<file path="config.mk">
export PLATFORM = sky130hd
export DESIGN_NAME = motor_feedback_frame_parser_core
export DESIGN_NICKNAME = d
export VERILOG_FILES = /design/src/rtl/core/mffp_pkg.sv /design/src/rtl/core/motor_feedback_frame_parser_core.sv /design/src/rtl/core/mffp_front.sv /design/src/rtl/core/mffp_queue.sv /design/src/rtl/core/mffp_back.sv
export SDC_FILE = /design/constraint.sdc
export NUM_CORES = 1
export LEC_CHECK = 0
export BUFFER_PORTS_ARGS = -buffer_cell sky130_fd_sc_hd__buf_2
export CAP_MARGIN = 20
export CORE_MARGIN = 5
export CORE_UTILIZATION = 30
export CTS_BUF_LIST = sky130_fd_sc_hd__clkbuf_4 sky130_fd_sc_hd__clkbuf_8
export DETAILED_ROUTE_END_ITERATION = 10
export PLACE_DENSITY = 0.54
export SETUP_SLACK_MARGIN = 0.05
export SLEW_MARGIN = 0
export SYNTH_ARGS = -nofsm -noshare
export SYNTH_HDL_FRONTEND = slang
export SYNTH_SLANG_ARGS = --single-unit
</file>
<file path="constraint.sdc">
create_clock -name clk -period 6.4 [get_ports clk]
set_input_delay 0.32 -clock clk [delete_from_list [all_inputs] [get_ports clk]]
set_output_delay 0.32 -clock clk [all_outputs]
set_load 0.03 [all_outputs]
</file>
<file path="src/rtl/core/mffp_pkg.sv">
// mffp_pkg: shared types, constants and the crc byte step for the
// motor feedback frame parser; no dependencies
package mffp_pkg;

    // frame layout
    localparam int FRAME_BYTES     = 10;
    localparam int WIN_DEPTH       = FRAME_BYTES - 1;
    localparam int FILL_W          = $clog2(WIN_DEPTH + 1);
    localparam int MOTOR_COUNT_DEF = 2;

    // crc-8/maxim, reflected form
    localparam logic [7:0] CRC_POLY = 8'h8C;

    // opcodes
    localparam logic [7:0] READ_OP_RESET = 8'hA1;
    localparam logic [7:0] ALT_BASIC_OP  = 8'h65;
    localparam logic [7:0] EXT_OP        = 8'h75;

    // frame kinds
    localparam logic KIND_BASIC = 1'b0;
    localparam logic KIND_EXT   = 1'b1;

    // queue between front and back
    localparam int QUEUE_DEPTH = 4;
    localparam int QPTR_W      = $clog2(QUEUE_DEPTH);
    localparam int QCNT_W      = $clog2(QUEUE_DEPTH + 1);

    // payload bytes 2..8 kept per matched frame
    localparam int KEEP_BYTES = WIN_DEPTH - 2;

    typedef struct packed {
        logic [7:0] rx_byte;
        logic       burst_start;
    } mffp_item_t;

    typedef struct packed {
        logic [1:0]        motor_id;
        logic              frame_kind;
        logic signed [15:0] speed;
        logic signed [15:0] current;
        logic [7:0]        temperature;
        logic [7:0]        fault_code;
        logic signed [31:0] turn_count;
        logic [15:0]       angle_position;
    } mffp_result_t;

    // one classified frame; data[0] is frame byte 2
    typedef struct packed {
        logic                        frame_kind;
        logic [1:0]                  motor_id;
        logic [KEEP_BYTES-1:0][7:0]  data;
    } mffp_entry_t;

    typedef struct packed {
        logic        push;
        mffp_entry_t entry;
    } mffp_push_t;

    // one byte through the reflected crc
    function automatic logic [7:0] crc8_step(input logic [7:0] crc, input logic [7:0] b);
        logic [7:0] c;
        c = crc ^ b;
        for (int k = 0; k < 8; k++)
        begin
            c = c[0] ? ((c >> 1) ^ CRC_POLY) : (c >> 1);
        end
        return c;
    endfunction

endpackage

</file>
<file path="src/rtl/core/motor_feedback_frame_parser_core.sv">
// motor_feedback_frame_parser_core: top level of the frame parser
// depends on mffp_pkg, mffp_front, mffp_queue, mffp_back
//
// channel   handshake              payload
// -------   ---------------------  --------------------------------------
// input     push / full            item   (rx_byte, burst_start)
// result    empty / pop            result (decoded frame record)
// config    cfg_we                 cfg_wdata (read opcode)
//
// one byte is taken every cycle while full is low; the crc of the nine-byte window
// comes from nine running crc lanes, each advanced by one byte step per accepted byte.
// a matching frame is written to the queue at the edge that takes its check
// byte and is loaded into the output register once that register is free or popped.
// full rises only when the four-entry frame queue fills while pop is held off.
// reset clears the window fill count, queue and output valid; read opcode 0xA1.
module motor_feedback_frame_parser_core
    import mffp_pkg::*;
#(
    parameter int MOTOR_COUNT = MOTOR_COUNT_DEF
)
(
    input  logic         clk,
    input  logic         rst_n,
    input  logic         push,
    output logic         full,
    input  mffp_item_t   item,
    output logic         empty,
    input  logic         pop,
    output mffp_result_t result,
    input  logic         cfg_we,
    input  logic [7:0]   cfg_wdata
);

    logic        accept;
    mffp_push_t  qpush;
    logic        q_valid, q_pop;
    mffp_entry_t q_entry;

    assign accept = push && !full;

    // front: window and classification
    mffp_front #(
        .MOTOR_COUNT(MOTOR_COUNT)
    ) u_front (
        .clk       (clk),
        .rst_n     (rst_n),
        .accept    (accept),
        .item      (item),
        .cfg_we    (cfg_we),
        .cfg_wdata (cfg_wdata),
        .qpush     (qpush)
    );

    // frame queue
    mffp_queue u_queue (
        .clk      (clk),
        .rst_n    (rst_n),
        .qpush    (qpush),
        .rd_en    (q_pop),
        .full     (full),
        .rd_valid (q_valid),
        .rd_entry (q_entry)
    );

    // back: decode and output register
    mffp_back u_back (
        .clk     (clk),
        .rst_n   (rst_n),
        .q_valid (q_valid),
        .q_entry (q_entry),
        .q_pop   (q_pop),
        .pop     (pop),
        .empty   (empty),
        .result  (result)
    );

endmodule

</file>
<file path="src/rtl/core/mffp_front.sv">
// mffp_front: byte window, sliding crc lanes, opcode register and frame test
// depends on mffp_pkg
module mffp_front
    import mffp_pkg::*;
#(
    parameter int MOTOR_COUNT = MOTOR_COUNT_DEF
)
(
    input  logic       clk,
    input  logic       rst_n,
    input  logic       accept,
    input  mffp_item_t item,
    input  logic       cfg_we,
    input  logic [7:0] cfg_wdata,
    output mffp_push_t qpush
);

    logic [7:0]                 read_op_reg;
    logic [FILL_W-1:0]          fill_reg, fill_next, fill_eff;
    logic [WIN_DEPTH-1:0][7:0]  win_reg, win_next;
    logic [WIN_DEPTH-1:0][7:0]  lane_reg, lane_next;
    logic                       full_win, crc_ok, id_ok, is_basic, is_ext;
    logic [7:0]                 id_byte, op_byte;

    // window content seen by this byte
    assign fill_eff = item.burst_start ? '0 : fill_reg;
    assign full_win = (fill_eff >= FILL_W'(WIN_DEPTH));
    assign id_byte  = win_reg[0];
    assign op_byte  = win_reg[1];

    // frame test: lane of the oldest start holds the crc of all nine bytes
    assign crc_ok   = (lane_reg[WIN_DEPTH-1] == item.rx_byte);
    assign id_ok    = (id_byte != 8'd0) && (id_byte <= 8'(MOTOR_COUNT));
    assign is_basic = (op_byte == read_op_reg) || (op_byte == ALT_BASIC_OP);
    assign is_ext   = (op_byte == EXT_OP);

    // classified frame toward the queue
    always_comb
    begin
        qpush.push             = accept && full_win && crc_ok && id_ok && (is_basic || is_ext);
        qpush.entry.frame_kind = is_basic ? KIND_BASIC : KIND_EXT;
        qpush.entry.motor_id   = id_byte[1:0];
        for (int i = 0; i < KEEP_BYTES; i++)
        begin
            qpush.entry.data[i] = win_reg[i+2];
        end
    end

    // shift window and advance every crc lane by the new byte
    always_comb
    begin
        for (int i = 0; i < WIN_DEPTH - 1; i++)
        begin
            win_next[i] = win_reg[i+1];
        end
        win_next[WIN_DEPTH-1] = item.rx_byte;
        lane_next[0] = crc8_step(8'd0, item.rx_byte);
        for (int j = 1; j < WIN_DEPTH; j++)
        begin
            lane_next[j] = crc8_step(lane_reg[j-1], item.rx_byte);
        end
        fill_next = (fill_eff < FILL_W'(WIN_DEPTH)) ? fill_eff + 1'b1 : FILL_W'(WIN_DEPTH);
    end

    // control state
    always_ff @(posedge clk or negedge rst_n)
    begin
        if (!rst_n)
        begin
            fill_reg    <= '0;
            read_op_reg <= READ_OP_RESET;
        end
        else
        begin
            if (accept)
            begin
                fill_reg <= fill_next;
            end
            if (cfg_we)
            begin
                read_op_reg <= cfg_wdata;
            end
        end
    end

    // window bytes and crc lanes
    always_ff @(posedge clk)
    begin
        if (accept)
        begin
            win_reg  <= win_next;
            lane_reg <= lane_next;
        end
    end

`ifndef SYNTH
    // a frame is never found in a short or freshly restarted burst
    assert property (@(posedge clk) disable iff (!rst_n)
        qpush.push |-> (!item.burst_start && fill_reg >= FILL_W'(WIN_DEPTH)))
        else $error("frame pushed without a full window");

    // fill count saturates at the window depth
    assert property (@(posedge clk) disable iff (!rst_n)
        fill_reg <= FILL_W'(WIN_DEPTH))
        else $error("fill count beyond window depth");
`endif

endmodule

</file>
<file path="src/rtl/core/mffp_queue.sv">
// mffp_queue: short fifo of classified frames between front and back
// depends on mffp_pkg
module mffp_queue
    import mffp_pkg::*;
(
    input  logic        clk,
    input  logic        rst_n,
    input  mffp_push_t  qpush,
    input  logic        rd_en,
    output logic        full,
    output logic        rd_valid,
    output mffp_entry_t rd_entry
);

    mffp_entry_t        mem [QUEUE_DEPTH];
    logic [QPTR_W-1:0]  wr_ptr_reg, rd_ptr_reg;
    logic [QCNT_W-1:0]  count_reg, count_next;
    logic               do_wr, do_rd;

    assign full     = (count_reg == QCNT_W'(QUEUE_DEPTH));
    assign rd_valid = (count_reg != '0);
    assign do_wr    = qpush.push;
    assign do_rd    = rd_en && rd_valid;
    assign rd_entry = mem[rd_ptr_reg];

    // occupancy
    always_comb
    begin
        count_next = count_reg;
        if (do_wr && !do_rd)
        begin
            count_next = count_reg + 1'b1;
        end
        else if (!do_wr && do_rd)
        begin
            count_next = count_reg - 1'b1;
        end
    end

    // pointers
    always_ff @(posedge clk or negedge rst_n)
    begin
        if (!rst_n)
        begin
            wr_ptr_reg <= '0;
            rd_ptr_reg <= '0;
            count_reg  <= '0;
        end
        else
        begin
            count_reg <= count_next;
            if (do_wr)
            begin
                wr_ptr_reg <= wr_ptr_reg + 1'b1;
            end
            if (do_rd)
            begin
                rd_ptr_reg <= rd_ptr_reg + 1'b1;
            end
        end
    end

    // storage
    always_ff @(posedge clk)
    begin
        if (do_wr)
        begin
            mem[wr_ptr_reg] <= qpush.entry;
        end
    end

`ifndef SYNTH
    // no write while full
    assert property (@(posedge clk) disable iff (!rst_n)
        full |-> !do_wr)
        else $error("queue overflow");

    // occupancy stays in range
    assert property (@(posedge clk) disable iff (!rst_n)
        count_reg <= QCNT_W'(QUEUE_DEPTH))
        else $error("queue count out of range");
`endif

endmodule

</file>
<file path="src/rtl/core/mffp_back.sv">
// mffp_back: decodes a classified frame into a result record and holds it
// in the output register; depends on mffp_pkg
module mffp_back
    import mffp_pkg::*;
(
    input  logic         clk,
    input  logic         rst_n,
    input  logic         q_valid,
    input  mffp_entry_t  q_entry,
    output logic         q_pop,
    input  logic         pop,
    output logic         empty,
    output mffp_result_t result
);

    logic         out_valid_reg;
    mffp_result_t out_reg, out_next;

    assign empty  = !out_valid_reg;
    assign result = out_reg;
    assign q_pop  = q_valid && (!out_valid_reg || pop);

    // field decode, unused fields zero
    always_comb
    begin
        out_next            = '0;
        out_next.motor_id   = q_entry.motor_id;
        out_next.frame_kind = q_entry.frame_kind;
        out_next.fault_code = q_entry.data[6];
        if (q_entry.frame_kind == KIND_BASIC)
        begin
            out_next.speed       = {q_entry.data[0], q_entry.data[1]};
            out_next.current     = {q_entry.data[2], q_entry.data[3]};
            out_next.temperature = q_entry.data[5];
        end
        else
        begin
            out_next.turn_count     = {q_entry.data[0], q_entry.data[1],
                                       q_entry.data[2], q_entry.data[3]};
            out_next.angle_position = {q_entry.data[4], q_entry.data[5]};
        end
    end

    // output valid
    always_ff @(posedge clk or negedge rst_n)
    begin
        if (!rst_n)
        begin
            out_valid_reg <= 1'b0;
        end
        else if (q_pop)
        begin
            out_valid_reg <= 1'b1;
        end
        else if (pop)
        begin
            out_valid_reg <= 1'b0;
        end
    end

    // output record
    always_ff @(posedge clk)
    begin
        if (q_pop)
        begin
            out_reg <= out_next;
        end
    end

`ifndef SYNTH
    // a result appears only from a queued frame
    assert property (@(posedge clk) disable iff (!rst_n)
        $rose(out_valid_reg) |-> $past(q_valid))
        else $error("result without queued frame");
`endif

endmodule

</file>
# ---- After elaboration in Yosys (flattened, before gate mapping)
# Memories as Yosys holds them, arrays and structs flattened.
# Index checks and enable logic that the tools add are counted.
dict set report totals {
  output_inout_bits 101
  inputBits 22
  wordCells 237
  memories 1
  ff_bits 263
  ram_bits 236
}
# memory words word_bits read_ports rd_ports_with_merged_regs wr line
set memory_table {}
lappend memory_table {u_queue.mem 4 59 1 0 1 mffp_queue.sv:15} ;# mffp_entry_t mem [QUEUE_DEPTH];
dict set report op_classes {
  n_lt_le_gt_ge 3
  n_reduce_logical 21
  muxes 81
  n_eq_ne 5
  add_sub_neg 5
  bitwise 80
}
# op n
set op_table {}
lappend op_table {{$mux 8} 63}
lappend op_table {{$not 2->3} 72}
lappend op_table {{$xor 8x8->8} 8}
lappend op_table {{$mux 4} 11}
lappend op_table {{$eq 8x7->1 const B} 2}
lappend op_table {{$eq 8x8->1} 2}
lappend op_table {{$logic_and 1x1->1} 10}
lappend op_table {{$le 8x2->1 const B} 1}
lappend op_table {{$reduce_bool 8->1} 1}
lappend op_table {{$mux 3} 2}
lappend op_table {{$mux 1} 5}
lappend op_table {{$add 2x1->2 const B} 2}
lappend op_table {{$add 4x1->4 const B} 1}
lappend op_table {{$ge 4x4->1 const B} 1}
lappend op_table {{$logic_not 1->1} 4}
lappend op_table {{$lt 4x4->1 const B} 1}
lappend op_table {{$reduce_bool 2->1} 2}
lappend op_table {{$add 3x1->3 const B} 1}
lappend op_table {{$eq 3x3->1 const B} 1}
lappend op_table {{$logic_or 1x1->1} 3}
lappend op_table {{$reduce_bool 3->1} 1}
lappend op_table {{$sub 3x1->3 const B} 1}

# ---- Logic depth before layout (Yosys ltp)
dict set report depth {
  depth_word 17
  depth_mapped 11
  mapped_depth_nobuf 11
}

# ---- Hierarchy
# From an unflattened synthesis, not the netlist that was laid out.
dict set report hier_totals {
  hier_cells 950
  area_unflattened_um2 19646.3
}
# mod area_each_um2 instances cells_each
set modules_own_cells {}
lappend modules_own_cells {mffp_queue 8977.4 1 343}
lappend modules_own_cells {mffp_front 7024.2 1 405}
lappend modules_own_cells {mffp_back 3631.0 1 201}
lappend modules_own_cells {motor_feedback_frame_parser_core 13.8 1 1}

# ---- Least setup slack after synthesis
# No wires, ideal clock.
dict set report synth_timing {
  kind {reg2reg}
  start {reg u_queue.count_reg[0]}
  end {reg u_queue.count_reg[1]}
  t_required_ns 6.275
  setup_ns 0.125
  path_stages_with_launch 8
  period_less_slack_ns 6.862
  slack_ns -0.462
  arrival_ns 6.738
  path_cell_list {dfrtp_1 nor3_1 a21oi_1 inv_1 ha_1 inv_1 fa_1 mux2_2}
}
# element line
set synth_rtl {}
lappend synth_rtl {{from (decl)} mffp_queue.sv:17} ;# logic [QCNT_W-1:0] count_reg, count_next;
lappend synth_rtl {{from (signal assigned)} mffp_queue.sv:51} ;# count_reg <= count_next;
lappend synth_rtl {{$reduce_bool 3->1} mffp_queue.sv:21} ;# assign rd_valid = (count_reg != '0);
lappend synth_rtl {{$logic_and 1x1->1} mffp_back.sv:21} ;# assign q_pop = q_valid && (!out_valid_reg || pop);
lappend synth_rtl {{via q_pop} motor_feedback_frame_parser_core.sv:36} ;# logic q_valid, q_pop;
lappend synth_rtl {{$logic_and 1x1->1} mffp_queue.sv:23} ;# assign do_rd = rd_en && rd_valid;
lappend synth_rtl {{$logic_not 1->1} mffp_queue.sv:30} ;# if (do_wr && !do_rd)
lappend synth_rtl {{$logic_and 1x1->1} mffp_queue.sv:30}
lappend synth_rtl {{$mux 3} mffp_queue.sv:30}
lappend synth_rtl {{via u_queue.count_next[1]} mffp_queue.sv:17}
# The timed path passes the listed nets, and every way through them passes these cells. The select of a mux whose other input is x is not followed.
# A chain may end at the register's enable or synchronous reset.

==> summary.txt <==
Clocking
  • Worst skew pair latency: between 600 and 700 ps
  • Root buf cell: clkbuf_8
  • Post-CTS Setup Bufs: 0
  • Maximum root-to-sink buffer count: 3
  • H-tree depth: 3
  • CTS Sinks: roughly 500
  • Clock Pin Slew Worst Setup and Hold Paths: ~60 ps
  • Num CTS Buffers: 85
  • Clock tree from TritonCTS: built

Timing
  • PnR worst setup slack: between 2000 and 3000 ps
  • Slew margin rel.: between 20% and 30%
  • Tmin final: 3670 ps
  • Setup Viol. Count Final: 0
  • Final count of hold timing violations: 0
  • Final Cycle Share: a little under three fifths
  • Worst-margin pin slew: between 1000 and 1500 ps
  • Setup tns final: 0 ps
  • Count of final max-slew check failures: 0
  • RSZ-0062 raised after global routing: no
  • Clock skew after layout: between 30 and 40 ps
  • Hold slack: between 50 and 60 ps
  • Fmax: around 270 MHz

Worst setup path
  • Crit start category: register
  • CP Buf/Inv Count: 1
  • CP top delay family: simple AND/OR/NAND/NOR gates
  • Crit-path max cell delay: between 800 and 900 ps
  • CP endpoint kind: register
  • Max FO, Critical Path: 32
  • Crit-path cells: nor3b_1 > nand2b_1 > or4_1 > a2111oi_4 > and2_2 > buf_4
  • Worst Path Required: 6670 ps
  • CP max-delay cell: and2_2
  • CP arrival: between 3000 and 4000 ps
  • WS Path Type: reg2reg

Power and ir drop
  • Switching power: approximately 3.7 mW
  • Power Density: roughly 510 nW/um^2
  • Maximum vdd ir drop: between 0.2 and 0.3 mV
  • Sw frac: about a third
  • Sequential Power Share: about 45%
  • Overall Power: 11.5 mW
  • Clock network power share: a little under a quarter
  • Logic pwr share: about a third
  • Internal Pwr Total: a little under 8 mW
  • Lkg Pwr: 7.57 nW

Global routing
  • Aggregate global routing overflow: 0
  • Largest net degree at the start of global routing: 83
  • Gr usage total: about a tenth
  • Vias in the first global route: 9333
  • Global-route wire length before repair: 56000 um
  • Initial antenna violation count: 2

Synthesis
  • Cell Area, Synth: around 19000 sq um
  • Syn nets: between 900 and 1000
  • Mapped Avg Cell Area: about 20 sq um
  • Syn. warnings: 0
  • Post-synth cell types: 38
  • Syn Inst Count: 950
  • Synth Register Bits: about 500
  • Post-synthesis sequential area ratio: 77.1%

Finish
  • Cell Count, Final, Fillers Out: 2081
  • Area growth, synth to finish: 17.8%
  • Design Area, Final: between 20000 and 25000 sq um
  • Final nets: between 1000 and 1500
  • Largest register FFs: 236
  • Post-layout util: a little over a third
  • Layout cells sized above 1: between 20% and 30%

Drt
  • DRT iter0 DRCs: 527
  • Final ANT Viol Nets: 0
  • Routed vias/inst: between 4 and 5
  • Drt total wl: between 30000 and 40000 um
  • Drt drc: 0
  • Drt wl/cell: approximately 17 um
  • TritonRoute pass-1 iters: 6
  • Via count: around 8700

Placed design
  • DP Area: 21000 sq um
  • Post-Place Cells: approximately 1900
  • DP Worst Slack: roughly 2600 ps
  • IO Port Bufs: 122
  • Post-DP HPWL: 22000 um
  • Placer's final routability congestion estimate: a little over 0.7

Floorplanning
  • Die H: around 260 um
  • Row cnt: 93
  • Io pins: 123
  • Core area: about 64000 sq um
  • Full die area: slightly below 70000 sq um
  • Starting Density: a little under a third
  • Die width: 264 um

Status
  • Status: completed

Min path
  • Worst hold path type: in2reg

Job
  • Max Cap Violations: 0
[what timing repair did]
action / CTS / global route
resized for setup: 0 / 0
hold buffers: 15 / 0
hold endpoints to repair: 34 / 0
[layer usage]
metal / GRT usage [%] / part of all wire (%) / vias to the layer above
li1: - / - / 4030
met1: 13.4 / 45 / 4397
met2: 17.0 / 48 / 207
met3: 2.97 / 5.1 / 71
met4: 3.09 / 2.2 / 2
met5: 0 / 0.036 / -
[cell families after synthesis]
logic type | count (synthesis) | synth area share [%]
AO/OA/AOI/OAI | 13 | 0.506
XOR/XNOR | 203 | 9.82
adder cells (fa/ha/maj) | 7 | 0.493
buffers and inverters | 42 | 0.856
flip-flops | 499 | 77.1
multiplexers | 69 | 7.47
AND/OR/NAND/NOR | 117 | 3.72
[final cells by class]
type	count	area, sq um
inverter	13	53.8
sequential	499	14900
multi-input combinational	409	4280
clock buffer	109	1370
fill	6019	41400
clock inverter	44	210
timing repair buffer	150	862
tap	855	1070
antenna	2	5.00
[power groups by stage]
stage | Combinational (mW) | Sequential [mW] | Clock (mW)
final | 3.72 | 5.17 | 2.64
after detailed placement | 3.78 | 5.25 | 0
after global placement | 3.78 | 5.23 | 0
after CTS | 3.80 | 5.19 | 2.75
after global routing | 4.03 | 5.26 | 2.91
after floorplan | 2.57 | 5.56 | 0
[cell usage after synthesis (all sizes together)]
library cell    n  area, sq um
xor2           54          492
a41oi           1         8.76
nor4bb          1         10.0
buf            11         47.5
xnor3           3         67.6
o21ai           5         25.0
fa              1         20.0
a31oi           1         6.26
mux4           59         1330
nor4b           1         8.76
and2           52          325
inv            13         48.8
nand4           3         18.8
nand4b          1         8.76
nand3           1         5.00
ha              6         75.1
a21oi           3         15.0
nor2            4         15.0
mux2           10          113
dfrtp          17          425
dfstp           3         78.8
or4             1         7.51
nor3b           1         7.51
edfxtp        479        14400
o21a            1         7.51
nor3            3         15.0
a2111oi         1         27.5
xnor2         146         1340
nand2b          3         18.8
a211oi          1         7.51
nand2           4         15.0
clkbuf         18         68.8
nor2b          40          250
nor4            2         12.5
[worst paths after layout]
check | start | end | slack [ps] | cells after the start
hold / removal | item[3] | u_front.qpush[50] | 60 | 1
hold reg to reg | u_front.op_byte[6] | u_front.id_byte[6] | 480 | 0
max in group asynchronous | rst_n | u_queue.rd_ptr_reg[0] | 5810 | 2
setup reg to reg | u_queue.count_reg[2] | u_queue.mem[2][43] | 2730 | 6
min in group asynchronous | rst_n | u_front.read_op_reg[3] | 180 | 2
setup / recovery | u_queue.count_reg[2] | u_queue.mem[2][43] | 2730 | 6
[placed cells by master, fill, tap and decap left out, types with 2 or more instances in the layout]
master         instances
edfxtp_1             479
xnor2_1              141
buf_2                122
clkbuf_8              88
mux4_2                59
xor2_1                53
and2_1                48
nor2b_1               40
clkinv_1              34
clkbuf_4              21
dlygate4sd3_1         15
dfrtp_1               15
inv_1                 12
buf_4                 12
mux2_2                10
ha_1                   6
clkinv_2               6
o21ai_0                5
nand2_1                4
nor2_1                 4
and2_2                 4
xnor2_4                3
nand2b_1               3
nor3_1                 3
nand4_1                3
xnor3_1                3
dfstp_2                3
diode_2                2
xnor2_2                2
inv_6                  2
nor4_1                 2
a21oi_1                2
clkinv_8               2
No activity file was read; power rests on OpenSTA's default activity.
